`config.mk`:
```
export PLATFORM = sky130hd
export DESIGN_NAME = user_agent_platform_classifier_core
export DESIGN_NICKNAME = d
export VERILOG_FILES = /design/src/design/uapc_pkg.sv /design/src/design/user_agent_platform_classifier_core.sv
export SDC_FILE = /design/constraint.sdc
export NUM_CORES = 1
export LEC_CHECK = 0
export BUFFER_PORTS_ARGS = -buffer_cell sky130_fd_sc_hd__buf_2
export CAP_MARGIN = 20
export CORE_MARGIN = 8
export CORE_UTILIZATION = 43
export DETAILED_ROUTE_END_ITERATION = 10
export PLACE_DENSITY = 0.68
export SYNTH_ARGS = -nofsm -noshare
export SYNTH_HDL_FRONTEND = slang
export SYNTH_SLANG_ARGS = --single-unit
```
`constraint.sdc`:
```
create_clock -name clk_i -period 16.45 [get_ports clk_i]
set_clock_uncertainty 0.1 [all_clocks]
set_input_delay 1.645 -clock clk_i [delete_from_list [all_inputs] [get_ports clk_i]]
set_output_delay 1.645 -clock clk_i [all_outputs]
set_load 0.02 [all_outputs]
```
`src/design/uapc_pkg.sv`:
```
// Package with the types and match strings of the user-agent platform classifier.
package uapc_pkg;

  localparam int unsigned TailDepth   = 14;
  localparam int unsigned MinTotalLen = 6;
  localparam int unsigned MinTailLen  = 3;

  localparam logic [7:0] OpenParen = 8'h28;

  localparam logic [14*8-1:0] PatAndroid = "Linux; Android";
  localparam logic [2*8-1:0]  PatIp      = "iP";
  localparam logic [4*8-1:0]  PatHone    = "hone";
  localparam logic [2*8-1:0]  PatAd      = "ad";
  localparam logic [2*8-1:0]  PatOd      = "od";
  localparam logic [8*8-1:0]  PatWindows = "Windows ";
  localparam logic [2*8-1:0]  PatNt      = "NT";
  localparam logic [5*8-1:0]  PatPhone   = "Phone";
  localparam logic [9*8-1:0]  PatMac     = "Macintosh";
  localparam logic [3*8-1:0]  PatX11     = "X11";
  localparam logic [6*8-1:0]  PatCros    = "; CrOS";

  typedef enum logic [3:0] {
    DevUnknown  = 4'd0,
    DevAndroid  = 4'd1,
    DevIphone   = 4'd2,
    DevIpad     = 4'd3,
    DevIpod     = 4'd4,
    DevWindows  = 4'd5,
    DevWinPhone = 4'd6,
    DevMac      = 4'd7,
    DevChromeos = 4'd8,
    DevLinux    = 4'd9
  } dev_class_e;

  typedef enum logic [2:0] {
    OsUnknown  = 3'd0,
    OsAndroid  = 3'd1,
    OsIos      = 3'd2,
    OsWindows  = 3'd3,
    OsMac      = 3'd4,
    OsChromeos = 3'd5,
    OsLinux    = 3'd6
  } os_class_e;

  // Packs so that device_class sits in the lowest bits.
  typedef struct packed {
    logic       is_mobile;
    os_class_e  os_class;
    dev_class_e device_class;
  } class_res_t;

  typedef logic [7:0] tail_arr_t [TailDepth];

endpackage

```
`src/design/user_agent_platform_classifier_core.sv`:
```
// User-agent platform classifier: byte stream in, one class item per string out.
//
// Bytes of a user-agent string enter on the slave stream, one item per cycle,
// with s_axis_tlast on the final byte. Every accepted byte goes into an input
// register and from there updates the length count, the parenthesis
// flag and the captured tail. On the final byte the classification is worked
// out from the updated tail and stored in the output register, so a result
// item appears on the master stream once its last byte has passed through
// the input and output registers in turn. Non-final bytes produce nothing.
// Throughput is one byte per cycle; strings may follow each other with no gap.
// If the receiver stalls, a final byte waits in the input register until the
// output register is free; s_axis_tready drops only then, and ordinary bytes
// keep flowing behind a waiting result until the next final byte arrives.
// Reset clears all valid flags and counters; the string in progress is lost.
// After each result the counters return to zero for the next string.
module user_agent_platform_classifier_core (
  input  logic       clk_i,
  input  logic       rst_ni,
  input  logic       s_axis_tvalid,
  output logic       s_axis_tready,
  input  logic [7:0] s_axis_tdata,   // [7:0] byte_value
  input  logic       s_axis_tlast,   // last_byte
  output logic       m_axis_tvalid,
  input  logic       m_axis_tready,
  output logic [7:0] m_axis_tdata    // [3:0] device_class, [6:4] os_class, [7] is_mobile
);
  import uapc_pkg::*;

  logic       in_vld_q, in_vld_d;
  logic [7:0] in_byte_q;
  logic       in_last_q;
  logic       in_go, out_free, in_take;

  logic [2:0]  total_q, total_d, total_upd;
  logic        paren_q, paren_d, paren_upd;
  logic [3:0]  tcnt_q, tcnt_d, tcnt_upd;
  tail_arr_t   tail_q, tail_upd;
  logic        tail_we;

  logic       out_vld_q, out_vld_d;
  class_res_t out_res_q, res_c;

  // True if the tail holds the len bytes of pat starting at offset off.
  function automatic logic has_at(input tail_arr_t tail, input logic [3:0] cnt,
                                  input logic [3:0] off, input logic [14*8-1:0] pat,
                                  input logic [3:0] len);
    logic       ok;
    logic [4:0] idx;
    ok = ({1'b0, off} + {1'b0, len}) <= {1'b0, cnt};
    for (int i = 0; i < TailDepth; i++) begin
      idx = {1'b0, off} + 5'(i);
      if ((4'(i) < len) && (idx < 5'(TailDepth))) begin
        if (tail[idx[3:0]] != pat[8*(len-1-4'(i)) +: 8]) ok = 1'b0;
      end
    end
    return ok;
  endfunction

  assign out_free      = !out_vld_q || m_axis_tready;
  assign in_go         = in_vld_q && (!in_last_q || out_free);
  assign s_axis_tready = !in_vld_q || in_go;
  assign in_take       = s_axis_tvalid && s_axis_tready;
  assign in_vld_d      = in_take ? 1'b1 : (in_go ? 1'b0 : in_vld_q);

  // State as it stands after the byte in the input register.
  always_comb begin
    total_upd = (total_q < 3'(MinTotalLen)) ? total_q + 3'd1 : total_q;
    paren_upd = paren_q;
    tcnt_upd  = tcnt_q;
    tail_upd  = tail_q;
    tail_we   = 1'b0;
    if (paren_q) begin
      if (tcnt_q < 4'(TailDepth)) begin
        tail_upd[tcnt_q] = in_byte_q;
        tcnt_upd         = tcnt_q + 4'd1;
        tail_we          = 1'b1;
      end
    end else if (in_byte_q == OpenParen) begin
      paren_upd = 1'b1;
    end
  end

  always_comb begin
    total_d = total_q;
    paren_d = paren_q;
    tcnt_d  = tcnt_q;
    if (in_go) begin
      if (in_last_q) begin
        total_d = '0;
        paren_d = 1'b0;
        tcnt_d  = '0;
      end else begin
        total_d = total_upd;
        paren_d = paren_upd;
        tcnt_d  = tcnt_upd;
      end
    end
  end

  always_comb begin
    res_c = '{is_mobile: 1'b0, os_class: OsUnknown, device_class: DevUnknown};
    if ((total_upd >= 3'(MinTotalLen)) && paren_upd && (tcnt_upd >= 4'(MinTailLen))) begin
      if (has_at(tail_upd, tcnt_upd, 4'd0, 112'(PatAndroid), 4'd14)) begin
        res_c = '{1'b1, OsAndroid, DevAndroid};
      end else if (has_at(tail_upd, tcnt_upd, 4'd0, 112'(PatIp), 4'd2)) begin
        if (has_at(tail_upd, tcnt_upd, 4'd2, 112'(PatHone), 4'd4)) begin
          res_c = '{1'b1, OsIos, DevIphone};
        end else if (has_at(tail_upd, tcnt_upd, 4'd2, 112'(PatAd), 4'd2)) begin
          res_c = '{1'b1, OsIos, DevIpad};
        end else if (has_at(tail_upd, tcnt_upd, 4'd2, 112'(PatOd), 4'd2)) begin
          res_c = '{1'b1, OsIos, DevIpod};
        end
      end else if (has_at(tail_upd, tcnt_upd, 4'd0, 112'(PatWindows), 4'd8)) begin
        if (has_at(tail_upd, tcnt_upd, 4'd8, 112'(PatNt), 4'd2)) begin
          res_c = '{1'b0, OsWindows, DevWindows};
        end else if (has_at(tail_upd, tcnt_upd, 4'd8, 112'(PatPhone), 4'd5)) begin
          res_c = '{1'b1, OsWindows, DevWinPhone};
        end
      end else if (has_at(tail_upd, tcnt_upd, 4'd0, 112'(PatMac), 4'd9)) begin
        res_c = '{1'b0, OsMac, DevMac};
      end else if (has_at(tail_upd, tcnt_upd, 4'd0, 112'(PatX11), 4'd3)) begin
        if (has_at(tail_upd, tcnt_upd, 4'd3, 112'(PatCros), 4'd6)) begin
          res_c = '{1'b0, OsChromeos, DevChromeos};
        end else begin
          res_c = '{1'b0, OsLinux, DevLinux};
        end
      end
    end
  end

  assign out_vld_d = (in_go && in_last_q) ? 1'b1 : (m_axis_tready ? 1'b0 : out_vld_q);

  always_ff @(posedge clk_i or negedge rst_ni) begin
    if (!rst_ni) begin
      in_vld_q  <= 1'b0;
      total_q   <= '0;
      paren_q   <= 1'b0;
      tcnt_q    <= '0;
      out_vld_q <= 1'b0;
    end else begin
      in_vld_q  <= in_vld_d;
      total_q   <= total_d;
      paren_q   <= paren_d;
      tcnt_q    <= tcnt_d;
      out_vld_q <= out_vld_d;
    end
  end

  always_ff @(posedge clk_i) begin
    if (in_take) begin
      in_byte_q <= s_axis_tdata;
      in_last_q <= s_axis_tlast;
    end
    if (in_go && tail_we) begin
      tail_q <= tail_upd;
    end
    if (in_go && in_last_q) begin
      out_res_q <= res_c;
    end
  end

  assign m_axis_tvalid = out_vld_q;
  assign m_axis_tdata  = out_res_q;

endmodule
```
# Yosys cells after proc, flatten, opt, wreduce, memory -nomap -nowiden
# Cells that the tools add are included.
word_totals:
  ff_bits: 139
  output_inout_bits: 10
classes:
  addsub: 2
  order_cmp: 15
  n_eq_ne: 53
  muxes: 129
  bitwise_logic: 2
  n_reduce_logical: 16
ops:
  columns: ["cell", "n"]
  rows:
  - ["inequality test 8 x 7 -> 1 bit, second input constant", 45]
  - ["two-way mux 112 bit", 2]
  - ["bitwise mux 112 bit", 1]
  - ["two-way mux 1 bit", 108]
  - ["two-way mux 8 bit", 9]
  - ["inequality test 8 x 6 -> 1 bit, second input constant", 7]
  - ["demux 8 bit (select 4 bit)", 1]
  - ["less-or-equal comparator 4 bit, first input constant", 5]
  - ["two-way mux 7 bit", 2]
  - ["two-way mux 4 bit", 3]
  - ["equality test 8 x 6 -> 1 bit, second input constant", 1]
  - ["less-or-equal comparator 2 x 4 -> 1 bit, first input constant", 2]
  - ["less-or-equal comparator 3 x 4 -> 1 bit, first input constant", 2]
  - ["logical AND 1 bit", 7]
  - ["two-way mux 3 bit", 2]
  - ["two-way mux 6 bit", 1]
  - [">= comparator 5 bit, second input constant", 1]
  - ["less-than comparator 5 x 1 -> 1 bit, second input constant", 1]
  - ["NOT 4 -> 5 bit", 1]
  - ["adder 4 x 1 -> 4 bit, second input constant", 1]
  - [">= comparator 4 x 2 -> 1 bit, second input constant", 1]
  - ["less-than comparator 4 bit, second input constant", 1]
  - ["nonzero test 2 bit", 2]
  - ["adder 3 x 1 -> 3 bit, second input constant", 1]
  - ["6 further kinds", 10]

# Logic depth before layout (Yosys ltp)
logic_depth:
  word_depth: 50
  depth_mapped: 11
  depth_no_buf: 10

# Worst setup path before layout
# Ideal clock, no wire load.
synth_path:
  path_kind: "input -> register"
  startpoint: "input m_axis_tready"
  endpoint: "register tail_q[0] (netlist bit) (enable)"
  arrival_ns: 6.657
  required_ns: 15.765
  setup_slack_ns: 9.108
  cell_stages: 4
  n_path_buf: 0
  path_cell_list: "inv_1 > nand3_1 > nand2_1 > nor2_1"
synth_via:
  elab_chain_cells: 4
synth_rtl:
  columns: ["element", "line", "text"]
  rows:
  - ["from (decl)", "user_agent_platform_classifier_core.sv:24", "input logic m_axis_tready,"]
  - ["logical OR 1 bit", "user_agent_platform_classifier_core.sv:59", "assign out_free = !out_vld_q || m_axis_tready;"]
  - ["logical OR 1 bit", "user_agent_platform_classifier_core.sv:60", "assign in_go = in_vld_q && (!in_last_q || out_free);"]
  - ["logical AND 1 bit", "user_agent_platform_classifier_core.sv:60", null]
  - ["logical AND 1 bit", "user_agent_platform_classifier_core.sv:154", "if (in_go && tail_we) begin"]
  - ["to (signal assigned)", "user_agent_platform_classifier_core.sv:155", "tail_q <= tail_upd;"]
  - ["to (decl)", "user_agent_platform_classifier_core.sv:37", "tail_arr_t tail_q, tail_upd;"]
# Every way passes these cells.
# A chain may end at the register's enable or synchronous reset.

# Final worst setup path
layout_path:
  startpoint: "register paren_q"
  endpoint: "register out_res_q (netlist bit m_axis_tdata[1]) (data pin)"
layout_via:
  elab_chain_cells: 18
  elab_cells_between_ends: 150
layout_rtl:
  columns: ["element", "line", "text"]
  rows:
  - ["from (decl)", "user_agent_platform_classifier_core.sv:35", "logic paren_q, paren_d, paren_upd;"]
  - ["from (signal assigned)", "user_agent_platform_classifier_core.sv:143", "paren_q <= paren_d;"]
  - ["two-way mux 4 bit / two-way mux 112 bit (equally long branches)", "user_agent_platform_classifier_core.sv:72", "if (paren_q) begin"]
  - ["less-or-equal comparator 4 bit / inequality test 8 x 7 -> 1 bit (equally long branches)", "user_agent_platform_classifier_core.sv:49, user_agent_platform_classifier_core.sv:53", null]
  - ["two-way mux 1 bit (9 in a row)", "user_agent_platform_classifier_core.sv:53", "if (tail[idx[3:0]] != pat[8*(len-1-4'(i)) +: 8]) ok = 1'b0;"]
  - ["two-way mux 1 bit, on equally long branches", "user_agent_platform_classifier_core.sv:113, user_agent_platform_classifier_core.sv:53", null]
  - ["two-way mux 1 bit, on equally long branches", "user_agent_platform_classifier_core.sv:105, user_agent_platform_classifier_core.sv:53", null]
  - ["two-way mux 1 bit, on equally long branches", "user_agent_platform_classifier_core.sv:103, user_agent_platform_classifier_core.sv:53", null]
  - ["two-way mux 1 bit, on equally long branches", "user_agent_platform_classifier_core.sv:102, user_agent_platform_classifier_core.sv:53", null]
  - ["two-way mux 7 bit / two-way mux 1 bit (equally long branches)", "user_agent_platform_classifier_core.sv:119, user_agent_platform_classifier_core.sv:53", null]
  - ["two-way mux 8 bit / two-way mux 1 bit (equally long branches)", "user_agent_platform_classifier_core.sv:113, user_agent_platform_classifier_core.sv:102", null]
  - ["two-way mux 8 bit / OR reduction 2 bit (equally long branches)", null, null]
  - ["to (signal assigned)", "user_agent_platform_classifier_core.sv:158", "out_res_q <= res_c;"]
  - ["to (decl)", "user_agent_platform_classifier_core.sv:41", "class_res_t out_res_q, res_c;"]
# Parallel ways exist; a longest one is shown, timed or not. The select of a mux whose other input is x is not followed.

==> qor.yml <==
setup_path:
  crit_family: "simple AND/OR/NAND/NOR gates"
  critical_path_arrival_ps: 4520
  worstPathMaxFanout: 25
  worstSetupPathDepth: 7
  crit_path_start_kind: "flop"
  path_class: "reg -> reg"
  critPathSlowestCell: "dfrtp_1"
  worstPathRequired_ps: 16610
  crit_path_end_kind: "flop"
  worstPathCellList: "nand4b_1, mux2_2, nor4bb_1, o2111ai_1, nor4_1, nand3_1, a31oi_1"
  cp.buffers_inverters: 0
  slowest_delay_ps: 960
  reg2reg_depth: 7
grt:
  grt_max_degree: 80
  grt_first_pass_wirelength_um: 33310
  grt_remaining_overflow: 0
  antenna_found_initial: 0
  grt_pass1_vias: 5917
  grt_usage_pct: 18.08
clock_network:
  cts_htree_levels: 4
  clockBufferDepth: 2
  clock_sinks: 139
  cts_resized: 0
  cts_tree: "built"
  clock_latency_ps: 430
  cts_buffers: 17
  clk_pin_slew_ps: 60
  post-cts-setup-buffers: 0
  hold_buffers: 0
  root_buffer: "clkbuf_16"
synth:
  synthXorXnorAreaFrac_pct: 0.2127
  synth_commonest_cells: "edfxtp_1 (129), nand2_1 (89), mux2_2 (74)"
  synth_area_leaders: "edfxtp_1 (47%), mux2_2 (10%), mux2i_1 (4.1%)"
  synth_top_family_by_area: "simple AND/OR/NAND/NOR gates"
  synth-adder-area-share_pct: 0.7598
  synth_warnings: 0
  async_flop_share_pct: 7.194
  syn_avg_cell_area_um2: 11.70
  ys.flop_type: "edfxtp_1"
  ys_types: 77
  yosys.area_share.simple_pct: 21.85
  synth-edff-count: 129
  synth.most_common_cell: "edfxtp_1"
  ys_seq_area_share_pct: 50.08
  yosysTopAreaCellShare_pct: 47.04
  muxShareOfSynthArea_pct: 14.89
  syn_nets: 722
  ys_ff_latch: 139
  synth_compound_gate_area_share_pct: 8.023
  syn-cell-area_um2: 8234
  netlist.top_cell.by_area: "edfxtp_1"
  synthesis.instances: 704
timing:
  hold_viol: 0
  fin_setup_tns_ps: 0
  tightest_slew_ps: 1034
  setup_viol: 0
  period_needed_ps: 4359
  fin_crit_sh_pct: 26.50
  slew_viol_final: 0
  relSlewSlack_pct: 31.04
  rsz0062_at_grt: "false"
  fmax_mhz: 229.4
run_status:
  status: "completed"
cells_and_area:
  syn2layout_area_growth_pct: 9.679
  finish.instance_area_um2: 9031
  drive_gt1_share_pct: 23.18
  n_antenna_cell: 0
  fin_nets: 721
drt:
  wl_per_cell_um: 22.42
  wl_um: 21300
  drt_iter0_markers: 626
  ant_nets: 0
  num_vias: 5953
  drc: 0
  viasPerCell: 6.266
  dr.pass1.iters: 5
flow_run:
  maxCapViolCount: 0
place:
  placed_cell_area_um2: 8468
  routabilityCongestion: 0.9243
  dp_hpwl_um: 14310
  port_buffers: 22
floorplanning:
  die_w_um: 154.4
  ioPinCount: 23
  core_area_um2: 18770
  die_area_um2: 23830
  num_rows: 50
  die-height_um: 154.4
  start_util_pct: 43.87
power:
  p_leak_nw: 2.897
  peakVddDrop_v: 0.00007223
  power_density_nw_per_um2: 88.03
hold_path:
  whs_path_depth: 1
  hp-class: "reg -> reg"
metrics by stage:
stage / power, mW / hold slack [ps] / cells / utilization (%) / setup WS [ps]
after floorplan: 0.4171 / 397.8 / 704 / - / 9108
after global placement: 0.4293 / 405.4 / 918 / 45.12 / 12110
after detailed placement: 0.4304 / 417.8 / 918 / 45.12 / 12020
after CTS: 0.8006 / 434.1 / 950 / 48.12 / 12180
after global routing: 0.8134 / 468.8 / 950 / 48.12 / 11800
final: 0.7950 / 430.0 / 950 / 48.12 / 12090
cells by family after synthesis:
logic type | Yosys count
and+or+nand+nor | 281
xor gates and xnor gates | 2
adders and majority gates | 5
DFF | 139
buffers and inverters | 76
AOI/OAI and AO/OA | 89
muxes | 112
worst register-to-register path: stages, from the launching register on:
cell and delay (ps):
dfrtp_1 960, nand4b_1 890, mux2_2 470, nor4bb_1 430
o2111ai_1 260, nor4_1 660, nand3_1 230, a31oi_1 190
state kept, by name (all words and copies together) (netlist names), 3 cells and up:
signal	flops
tcnt_q	4
in_byte_q	8
total_q	3
m_axis_tdata	8
tail_q	112
path summary, 6_finish.rpt:
check	slack, ps	startpoint	endpoint
max	12090	paren_q$_DFFE_PN0P_	m_axis_tdata[1]$_SDFFCE_PP0P_
min	430	m_axis_tvalid$_DFFE_PN0P_	m_axis_tvalid$_DFFE_PN0P_
max reg2reg	12090	paren_q$_DFFE_PN0P_	m_axis_tdata[1]$_SDFFCE_PP0P_
min reg2reg	430	m_axis_tvalid$_DFFE_PN0P_	m_axis_tvalid$_DFFE_PN0P_
max in group asynchronous	15100	rst_ni	total_q[2]$_DFFE_PN0P_
min in group asynchronous	960	rst_ni	tcnt_q[2]$_DFFE_PN0P_
cell usage in the layout (no fill, tap or decap), types with 6 or more instances in the layout:
master       n
nand3_1     12
a31oi_1      6
o2111ai_1    6
nor3b_1     10
inv_6        7
nand2b_1    10
buf_2       22
nor2_1      23
nor4_1       9
edfxtp_1   129
nand4_1     11
mux2_2      74
nand4b_1    11
nand2_1     89
mux2i_1     34
nand3b_1    13
buf_4        9
inv_1       25
nor4bb_1    12
o21ai_0     21
a21oi_1     17
nor4b_1     11
and3_1       6
nor3_1       9
dfrtp_1     10
clkbuf_16   17
layout make-up:
type                            count  area (um^2)
Multi-Input combinational cell    489         3780
Timing Repair Buffer               31        177.7
Tap cell                          234        292.8
Clock buffer                       18        429.2
Clock inverter                     14        133.9
Inverter                           25        93.84
Sequential cell                   139         4124
Fill cell                        1668         9737
routing by layer:
metal  vias up  track usage, %  wire length (um)
met5         -               0                 0
met4         0           6.906               502
met3        44           4.542              1489
met2       225           29.72             10220
met1      2984           22.54              9091
li1       2700               -                 -
power by group:
| group | internal [mW] | switching (mW) |
|---|---|---|
| sequential | 0.386 | 0.00460 |
| combinational | 0.00933 | 0.0233 |
| clock | 0.211 | 0.161 |
(Power assumes the default switching activity.)
